**src/rtl/xcfb_pkg.sv**
```systemverilog
// Shared types and constants for the XOR-checked frame builder.
// No dependencies; imported by every module of the block.
package xcfb_pkg;

    localparam int BYTE_W      = 8;
    localparam int LEN_W       = 16;
    localparam int STATUS_W    = 2;
    localparam int MAX_RESULTS = 5;
    localparam int CNT_W       = 3;
    localparam int CFG_IDX_W   = 1;
    localparam int CFG_DATA_W  = 16;

    // Register indexes on the configuration port
    localparam logic [CFG_IDX_W-1:0] REG_MAX_PAYLOAD = 1'b0;
    localparam logic [CFG_IDX_W-1:0] REG_START_BYTE  = 1'b1;

    localparam logic [LEN_W-1:0]  MAX_PAYLOAD_RST = 16'd256;
    localparam logic [BYTE_W-1:0] START_BYTE_RST  = 8'hAA;

    // Item opcodes
    localparam logic OP_START = 1'b0;
    localparam logic OP_DATA  = 1'b1;

    // Result status codes
    localparam logic [STATUS_W-1:0] ST_OK        = 2'd0;
    localparam logic [STATUS_W-1:0] ST_TOO_LARGE = 2'd1;
    localparam logic [STATUS_W-1:0] ST_NO_FRAME  = 2'd2;

    // All results caused by one input item
    typedef struct packed {
        logic [MAX_RESULTS-1:0][BYTE_W-1:0] bytes;
        logic [STATUS_W-1:0]                status;
        logic [CNT_W-1:0]                   count;
    } burst_t;

endpackage

```
**src/rtl/xor_checked_frame_builder.sv**
```systemverilog
// XOR-checked byte framer: header, payload pass-through, trailing checksum.
// Burst registered on the item's transfer; each result then in the m_* register.
// Throughput: one result per cycle while m_ready is high; an item with n results
// (1..5) holds the burst register to its last, so payload streams one item/cycle.
// Reset (aresetn, synchronous, active low): no frame open, checksum cleared,
// max_payload = 256, start_byte = 0xAA, both channels empty.
module xor_checked_frame_builder (
    input  logic                             aclk,
    input  logic                             aresetn,
    // configuration write port
    input  logic                             cfg_wr_en,
    input  logic [xcfb_pkg::CFG_IDX_W-1:0]   cfg_index,
    input  logic [xcfb_pkg::CFG_DATA_W-1:0]  cfg_wdata,
    // input items
    input  logic                             s_valid,
    output logic                             s_ready,
    input  logic                             s_opcode,
    input  logic [xcfb_pkg::BYTE_W-1:0]      s_msg_type,
    input  logic [xcfb_pkg::LEN_W-1:0]       s_payload_length,
    input  logic [xcfb_pkg::BYTE_W-1:0]      s_data_byte,
    // results
    output logic                             m_valid,
    input  logic                             m_ready,
    output logic [xcfb_pkg::BYTE_W-1:0]      m_tx_byte,
    output logic [xcfb_pkg::STATUS_W-1:0]    m_status,
    output logic                             m_last_of_run
);
    import xcfb_pkg::*;

    burst_t burst;
    logic   item_accept;

    // State advances on the input transfer; the decoded burst is captured
    // by the serializer in the same edge.
    assign item_accept = s_valid && s_ready;

    xcfb_framer u_framer (
        .aclk           (aclk),
        .aresetn        (aresetn),
        .cfg_wr_en      (cfg_wr_en),
        .cfg_index      (cfg_index),
        .cfg_wdata      (cfg_wdata),
        .item_accept    (item_accept),
        .opcode         (s_opcode),
        .msg_type       (s_msg_type),
        .payload_length (s_payload_length),
        .data_byte      (s_data_byte),
        .burst          (burst)
    );

    // Burst register plus output register: the next item is taken on the edge
    // that loads the last result of the current one into the m_ side register.
    xcfb_serializer u_serializer (
        .aclk          (aclk),
        .aresetn       (aresetn),
        .in_valid      (s_valid),
        .in_ready      (s_ready),
        .in_burst      (burst),
        .m_valid       (m_valid),
        .m_ready       (m_ready),
        .m_tx_byte     (m_tx_byte),
        .m_status      (m_status),
        .m_last_of_run (m_last_of_run)
    );

endmodule

```
**src/rtl/xcfb_framer.sv**
```systemverilog
// Frame state, configuration registers and per-item result decode.
// Depends on xcfb_pkg.
module xcfb_framer (
    input  logic                             aclk,
    input  logic                             aresetn,
    input  logic                             cfg_wr_en,
    input  logic [xcfb_pkg::CFG_IDX_W-1:0]   cfg_index,
    input  logic [xcfb_pkg::CFG_DATA_W-1:0]  cfg_wdata,
    input  logic                             item_accept,
    input  logic                             opcode,
    input  logic [xcfb_pkg::BYTE_W-1:0]      msg_type,
    input  logic [xcfb_pkg::LEN_W-1:0]       payload_length,
    input  logic [xcfb_pkg::BYTE_W-1:0]      data_byte,
    output xcfb_pkg::burst_t                 burst
);
    import xcfb_pkg::*;

    logic [LEN_W-1:0]  max_payload_reg;
    logic [BYTE_W-1:0] start_byte_reg;
    logic              frame_open_reg, frame_open_next;
    logic [LEN_W-1:0]  bytes_remaining_reg, bytes_remaining_next;
    logic [BYTE_W-1:0] running_xor_reg, running_xor_next;

    logic [BYTE_W-1:0] len_lo, len_hi, hdr_xor, data_xor;
    logic [LEN_W-1:0]  rem_dec;

    always_ff @(posedge aclk) begin
        if (!aresetn) begin
            max_payload_reg <= MAX_PAYLOAD_RST;
            start_byte_reg  <= START_BYTE_RST;
        end else if (cfg_wr_en) begin
            case (cfg_index)
                REG_MAX_PAYLOAD: max_payload_reg <= cfg_wdata;
                REG_START_BYTE:  start_byte_reg  <= cfg_wdata[BYTE_W-1:0];
                default: ;
            endcase
        end
    end

    assign len_lo   = payload_length[BYTE_W-1:0];
    assign len_hi   = payload_length[LEN_W-1:BYTE_W];
    assign hdr_xor  = msg_type ^ len_lo ^ len_hi;
    assign data_xor = running_xor_reg ^ data_byte;
    assign rem_dec  = bytes_remaining_reg - LEN_W'(1);

    always_comb begin
        burst                = '0;
        burst.status         = ST_OK;
        burst.count          = CNT_W'(1);
        frame_open_next      = frame_open_reg;
        bytes_remaining_next = bytes_remaining_reg;
        running_xor_next     = running_xor_reg;
        case (opcode)
            OP_START: begin
                if (payload_length > max_payload_reg) begin
                    burst.status         = ST_TOO_LARGE;
                    frame_open_next      = 1'b0;
                    bytes_remaining_next = '0;
                    running_xor_next     = '0;
                end else begin
                    burst.bytes[0]       = start_byte_reg;
                    burst.bytes[1]       = msg_type;
                    burst.bytes[2]       = len_lo;
                    burst.bytes[3]       = len_hi;
                    burst.bytes[4]       = hdr_xor;
                    // zero length: checksum follows the header at once
                    burst.count          = (payload_length == '0) ? CNT_W'(5) : CNT_W'(4);
                    running_xor_next     = hdr_xor;
                    frame_open_next      = (payload_length != '0);
                    bytes_remaining_next = payload_length;
                end
            end
            OP_DATA: begin
                if (!frame_open_reg) begin
                    burst.status = ST_NO_FRAME;
                end else begin
                    burst.bytes[0]       = data_byte;
                    burst.bytes[1]       = data_xor;
                    running_xor_next     = data_xor;
                    bytes_remaining_next = rem_dec;
                    if (rem_dec == '0) begin
                        burst.count     = CNT_W'(2);
                        frame_open_next = 1'b0;
                    end
                end
            end
            default: ;
        endcase
    end

    always_ff @(posedge aclk) begin
        if (!aresetn) begin
            frame_open_reg      <= 1'b0;
            bytes_remaining_reg <= '0;
            running_xor_reg     <= '0;
        end else if (item_accept) begin
            frame_open_reg      <= frame_open_next;
            bytes_remaining_reg <= bytes_remaining_next;
            running_xor_reg     <= running_xor_next;
        end
    end

`ifndef SYNTHESIS
    a_open_has_bytes: assert property (@(posedge aclk) disable iff (!aresetn)
        frame_open_reg |-> (bytes_remaining_reg != '0))
        else $error("frame open with no bytes remaining");

    a_error_closes: assert property (@(posedge aclk) disable iff (!aresetn)
        (item_accept && burst.status == ST_TOO_LARGE) |=> !frame_open_reg)
        else $error("oversize start left a frame open");
`endif

endmodule

```
**src/rtl/xcfb_serializer.sv**
```systemverilog
// Burst holding register and output register: emits one result per transfer.
// Depends on xcfb_pkg.
module xcfb_serializer (
    input  logic                            aclk,
    input  logic                            aresetn,
    input  logic                            in_valid,
    output logic                            in_ready,
    input  xcfb_pkg::burst_t                in_burst,
    output logic                            m_valid,
    input  logic                            m_ready,
    output logic [xcfb_pkg::BYTE_W-1:0]     m_tx_byte,
    output logic [xcfb_pkg::STATUS_W-1:0]   m_status,
    output logic                            m_last_of_run
);
    import xcfb_pkg::*;

    burst_t            burst_reg;
    logic              burst_valid_reg;
    logic [CNT_W-1:0]  idx_reg;
    logic              out_valid_reg;
    logic [BYTE_W-1:0] tx_byte_reg;
    logic [STATUS_W-1:0] status_reg;
    logic              last_reg;

    logic out_load, last_elem, in_accept;

    assign out_load  = burst_valid_reg && (!out_valid_reg || m_ready);
    assign last_elem = (idx_reg == burst_reg.count - CNT_W'(1));
    assign in_ready  = !burst_valid_reg || (out_load && last_elem);
    assign in_accept = in_valid && in_ready;

    always_ff @(posedge aclk) begin
        if (!aresetn) begin
            burst_valid_reg <= 1'b0;
            idx_reg         <= '0;
            out_valid_reg   <= 1'b0;
        end else begin
            if (in_accept) begin
                burst_valid_reg <= 1'b1;
                idx_reg         <= '0;
            end else if (out_load) begin
                burst_valid_reg <= !last_elem;
                idx_reg         <= last_elem ? '0 : idx_reg + CNT_W'(1);
            end
            if (out_load) begin
                out_valid_reg <= 1'b1;
            end else if (m_ready) begin
                out_valid_reg <= 1'b0;
            end
        end
    end

    always_ff @(posedge aclk) begin
        if (in_accept) begin
            burst_reg <= in_burst;
        end
        if (out_load) begin
            tx_byte_reg <= burst_reg.bytes[idx_reg];
            status_reg  <= burst_reg.status;
            last_reg    <= last_elem;
        end
    end

    assign m_valid       = out_valid_reg;
    assign m_tx_byte     = tx_byte_reg;
    assign m_status      = status_reg;
    assign m_last_of_run = last_reg;

`ifndef SYNTHESIS
    a_idx_in_range: assert property (@(posedge aclk) disable iff (!aresetn)
        burst_valid_reg |-> (idx_reg < burst_reg.count))
        else $error("burst index past result count");

    a_burst_kept: assert property (@(posedge aclk) disable iff (!aresetn)
        (out_load && !last_elem) |=> (burst_valid_reg && idx_reg == $past(idx_reg) + CNT_W'(1)))
        else $error("burst dropped before its last result");
`endif

endmodule
```
**config.mk**
```make
export PLATFORM = sky130hd
export DESIGN_NAME = xor_checked_frame_builder
export DESIGN_NICKNAME = d
export VERILOG_FILES = /design/src/rtl/xcfb_pkg.sv /design/src/rtl/xor_checked_frame_builder.sv /design/src/rtl/xcfb_framer.sv /design/src/rtl/xcfb_serializer.sv
export SDC_FILE = /design/constraint.sdc
export NUM_CORES = 1
export LEC_CHECK = 0
export BUFFER_PORTS_ARGS = -buffer_cell sky130_fd_sc_hd__buf_2
export CAP_MARGIN = 5
export CORE_MARGIN = 2
export CORE_UTILIZATION = 45
export CTS_CLUSTER_DIAMETER = 80
export DETAILED_ROUTE_END_ITERATION = 7
export HOLD_SLACK_MARGIN = 0.02
export PLACE_DENSITY = 0.7
export REMOVE_ABC_BUFFERS = 1
export SLEW_MARGIN = 20
export SYNTH_ARGS = -nofsm -noshare
export SYNTH_HDL_FRONTEND = slang
export SYNTH_HIERARCHICAL = 1
export SYNTH_SLANG_ARGS = --single-unit
```
**constraint.sdc**
```tcl
create_clock -name aclk -period 2.6 [get_ports aclk]
set_input_delay 0.13 -clock aclk [delete_from_list [all_inputs] [get_ports aclk]]
set_output_delay 0.13 -clock aclk [all_outputs]
set_load 0.005 [all_outputs]
```
# Word-level counts from Yosys, hierarchy flattened

Index checks and enable logic that the tools add are counted.

$lt $le $gt $ge: 2
Reductions and logical operators: 18
Bitwise gates (word level): 6
Add/subtract/negate cells: 3
Multiplexer cells: 26
Equal/unequal tests: 2

Operators by type and width:

| cell                                                                  | count |
|---|---|
| 16-bit two-way mux                                                    | 4 |
| 21-bit case mux with 2 select lines                                   | 1 |
| 16-bit logical NOT                                                    | 2 |
| 16-bit case mux with 2 select lines                                   | 1 |
| 8-bit binary-select mux with 3-bit select                             | 1 |
| 8-bit two-way mux                                                     | 3 |
| 8-bit bitwise XOR                                                     | 3 |
| 16-bit greater-than comparator                                        | 1 |
| 8-bit case mux with 2 select lines                                    | 1 |
| 16-bit nonzero test                                                   | 1 |
| 16-bit by 1-bit subtractor with 16-bit output (second input constant) | 1 |
| 1-bit two-way mux                                                     | 9 |
| 3-bit two-way mux                                                     | 3 |
| 2-bit AND reduction                                                   | 3 |
| 3-bit by 4-bit < comparator with 1-bit output (second input constant) | 1 |
| 2-bit two-way mux                                                     | 2 |
| 2-bit nonzero test                                                    | 2 |
| 2-bit OR reduction                                                    | 2 |
| 3-bit by 1-bit adder with 3-bit output (second input constant)        | 1 |
| 3-bit == test                                                         | 1 |
| 1-bit logical AND                                                     | 3 |
| 1-bit logical NOT                                                     | 3 |
| 1-bit NOT                                                             | 3 |
| 3-bit by 1-bit subtractor with 3-bit output (second input constant)   | 1 |
| 3 further kinds                                                       | 4 |

Word-level logic and storage cells: 75
Input bits: 55
Flip-flop bits (word level): 110

# Longest topological paths before layout

Depth in word-level cells: 7
Mapped depth: 12
Mapped depth without buffers: 11

# By module

The synthesis kept the hierarchy.

Modules (own cells, without submodules):

| module                    | area each (µm²) | times used | cells each |
|---|---|---|---|
| xcfb_framer               | 3,464.6         | 1          | 436 |
| xcfb_serializer           | 2,293.4         | 1          | 126 |
| xor_checked_frame_builder | 6.3             | 1          | 1 |

# Worst setup path after synthesis

No wires, ideal clock.

Kind: register -> register
From: reg u_serializer/burst_reg[0] (netlist bit)
To: reg u_serializer/burst_reg[0] (netlist bit), enable pin
Clock period less this slack: 2.707 ns
Stages on the path, launching flop included: 7
Path slack: -0.107 ns
Path buffers: 0
Library setup time: 0.407 ns
Arrival time: 2.300 ns
Path through: edfxtp_1 > inv_1 > ha_1 > xor2_1 > nand3_2 > o21ai_2 > and2_1

Word-level cells in the longest chain between the ends: 5

RTL lines:

| element                                     | line                            | RTL |
|---|---|---|
| start, declared                             | xcfb_serializer.sv:17           | `burst_t burst_reg;` |
| start signal, assigned                      | xcfb_serializer.sv:55           | `burst_reg <= in_burst;` |
| 3-bit by 1-bit subtractor with 3-bit output | xcfb_serializer.sv:28           | `assign last_elem = (idx_reg == burst_reg.count - CNT_W'(1));` |
| 3-bit == test                               | xcfb_serializer.sv:28           |  |
| 1-bit logical AND                           | xcfb_serializer.sv:29           | `assign in_ready = !burst_valid_reg \|\| (out_load && last_elem);` |
| 1-bit logical OR                            | xcfb_serializer.sv:29           |  |
| named net s_ready                           | xor_checked_frame_builder.sv:16 | `output logic s_ready,` |
| 1-bit logical AND                           | xcfb_serializer.sv:30           | `assign in_accept = in_valid && in_ready;` |
| named net u_serializer.in_accept            | xcfb_serializer.sv:25           | `logic out_load, last_elem, in_accept;` |

The timed path passes the listed nets, and every way through them passes these cells.
A chain may end at the register's enable or synchronous reset.

==> qor.csv <==
metric,value,unit
syn-mean-instance-area,10.2,um2
finalSetupViolations,0,
largest_reg_flops,45,
cpLargestDelayFamily,simple AND/OR/NAND/NOR gates,
timing.final.crit_period,2.52,ns
min_path_type,in2reg,
power_density,618,nW/um2
rrSetupSlack,0.08,ns
firstDrtPassIters,5,
cts.sink_count,110,
tritoncts_clock_tree,done,
fill_cells,1091,
post-route-drc-count,0,
drt-vias-per-instance,5.57,
worstSetupPathType,reg2reg,
die_height,117,um
std_cell_rows,41,
path_max_fanout,19,
power.leakage,0.00257,uW
synth-async-reset-ratio,0,%
yosys.area.top_type_share,29.2,%
arrival_worst_endpoint,2.69,ns
synthTopCellsByArea,"edfxtp_1 29%, dfxtp_1 19%, nand2_1 5.1%",
die_x,117,um
antenna_cells,0,
cts_max_path_buffers,2,
drive_above_1_share,21.0,%
design.final.nets,704,
via_count,4492,
synthTopCellsByCount,"78 x nand2_1, 56 x edfxtp_1, 54 x dfxtp_1, 34 x inv_1, 32 x xnor2_1",
synth_edf_count,56,
slew_violations,0,
post_synth_num_cell_types,57,
worst-r2r-cell-count,10,
maximum_clock_rate,397,MHz
yosysWarningCount,6,
slew-limit-headroom,56.9,%
core-area,12600,um2
initialDrtViolationCount,378,
cts_root_buf,clkbuf_16,
initial_utilization,45.9,%
antenna_found_initial,0,
tightest_slew,0.644,ns
cts.reportedPaths.clkPinSlew,0.07,ns
globalplace.congestion,0.900,
startpoint_class,flop,
worst_ep_required_time,2.77,ns
grt_max_degree,46,
worst_setup_path_startpoint,u_framer/max_payload_reg[14],
hold_viol,0,
placedInstanceArea,6330,um2
cp_num_cells,10,
synth.largest_area_cell,edfxtp_1,
cp_cell_sequence,inv_1 -> ha_1 -> nand4_1 -> o21bai_1 -> or4_4 -> o31ai_4 -> buf_4 -> clkbuf_16 -> nand2_1 -> o21ai_0,
globalRouteOverflowTotal,0,
mappedNetlistArea,5760,um2
crit_path_end_kind,flop,
first_pass_grt_wire_length,21700,um
synth.ff_latch_count,110,
critical_path.endpoint,u_serializer/burst_reg[14],
footprint_of_the_multi_input_gates,2760,um2
avgRoutedWirePerCell,17.5,um
area_enclosed_by_the_die_boundary,13700,um2
clkLatencyLatePin,0.35,ns
portBuffers,67,
rsz0062_at_grt,yes,
groute.usage.overall,21.0,%
max_ir_drop_vdd,0.372,mV
min_period_over_period,97.0,%
critical_path.reg2reg.startpoint,u_framer/max_payload_reg[14],
crit_path_max_incr_delay,0.53,ns
main_flop_type_after_synthesis,edfxtp_1,
post-layout-total-power,4130,uW
slowest_stage,or4_4,
netlist_instances,563,
cap_violations,0,
status,"complete, no violations",
yosys.cell_count.top_type,nand2_1,
layout-area-overhead-vs-synth,16.1,%
layout.cell_area.non_filler,6690,um2
timing.rr.end,u_serializer/burst_reg[14],
cts_inserted_buffers,9,
drt_wl_total,14100,um
number_of_global_route_vias_before_repair,4182,
htreeDepth,3,
detail-route-antenna-nets,0,
tns,0,ns
io_pins,68,
ys_seq_area_share,47.9,%
fin_worst_skew,0.00958,ns
final-seq-area,2760,um2
dp_hpwl,10100,um
cp_num_buf_inv,3,
[worst min path at each step]
stage	start	to	slack [ns]	cells past startpoint
finish	cfg_wdata[10]	u_framer/max_payload_reg[10]	0.03	3
CTS	cfg_wdata[8]	u_framer/max_payload_reg[8]	0.02	3
global placement	cfg_wdata[8]	u_framer/max_payload_reg[8]	0.36	3
global route	cfg_wdata[7]	u_framer/start_byte_reg[7]	0.03	3
floorplan	aresetn	u_framer/start_byte_reg[1]	0.20	1
detailed placement	cfg_wdata[5]	u_framer/start_byte_reg[5]	0.38	3
[placed cells by master (no fill, tap or decap), drive strengths merged, types with 3 or more instances in the layout]
| cell type | Yosys | layout |
|---|---|---|
| nand2 | 78 | 78 |
| o221a | 14 | 14 |
| nor2 | 13 | 13 |
| a22oi | 8 | 8 |
| ha | 20 | 20 |
| or4 | 3 | 3 |
| a21oi | 28 | 28 |
| a21boi | 22 | 22 |
| buf | 11 | 84 |
| nand3 | 11 | 11 |
| nand2b | 13 | 13 |
| xnor2 | 32 | 32 |
| o21ai | 35 | 35 |
| nor3 | 4 | 4 |
| edfxtp | 56 | 56 |
| a31oi | 11 | 11 |
| xor2 | 6 | 6 |
| mux4 | 8 | 8 |
| dfxtp | 54 | 54 |
| a22o | 8 | 8 |
| nor3b | 3 | 3 |
| inv | 34 | 35 |
| nand4 | 6 | 6 |
| and2 | 28 | 28 |
| clkbuf | 20 | 12 |
| nor4 | 11 | 11 |
[what timing repair did]
action / CTS / global route
buffers inserted: 0 / 1
resized for setup: 0 / 4
hold buffers: 1 / 0
setup endpoints to repair: 0 / 9
hold endpoints to repair: 1 / 0
[layout make-up]
type	instances	share of cell area (%)
multi-input cells	388	41.2
repair buffers	86	8.00
flip-flops and latches	110	41.3
clock buffers	11	3.48
clock inverters	5	0.898
well taps	172	3.22
inverters	34	1.91
[per-stage QoR]
step	cells	setup slack, ns	hold WS [ns]	utilization [%]
2_1_floorplan	532	-0.903	0.202	-
5_1_grt	806	-0.0307	0.0292	53.2
3_5_place_dp	787	0.141	0.376	50.4
3_3_place_gp	787	0.223	0.361	50.4
4_1_cts	804	0.0999	0.0213	52.8
6_report	806	0.0781	0.0284	53.2
[worst min-delay path, cell delays in order]
cell and delay, ns:
buf_2 0.09, nand2_1 0.04, a21boi_0 0.06
[power by group]
part           leakage [uW]  total (uW)  switching, uW  internal (uW)
Sequential         0.000989        2020           68.3           1950
Clock              0.000135        1370            619            752
Combinational       0.00145         747            410            337
[cells by family (layout without fill, tap and decap cells)]
kind of cell,Yosys count,in the layout,synth area share (%)
simple gates,180,180,16.6
compound gates,141,141,17.1
flops,110,110,47.9
buf+inv,65,136,4.73
xor+xnor,39,39,6.16
fa+ha+maj,20,20,4.34
mux,8,8,3.13
[metal layers]
layer  vias up  share of wire [%]  GRT usage [%]
met2       170                 47           33.9
met3        31                7.1           4.74
li1       2168                  -              -
met1      2123                 43           28.0
met4         0                3.0           7.61
met5         -                  0              0
Note: power is estimated with default switching activity, not from simulation.
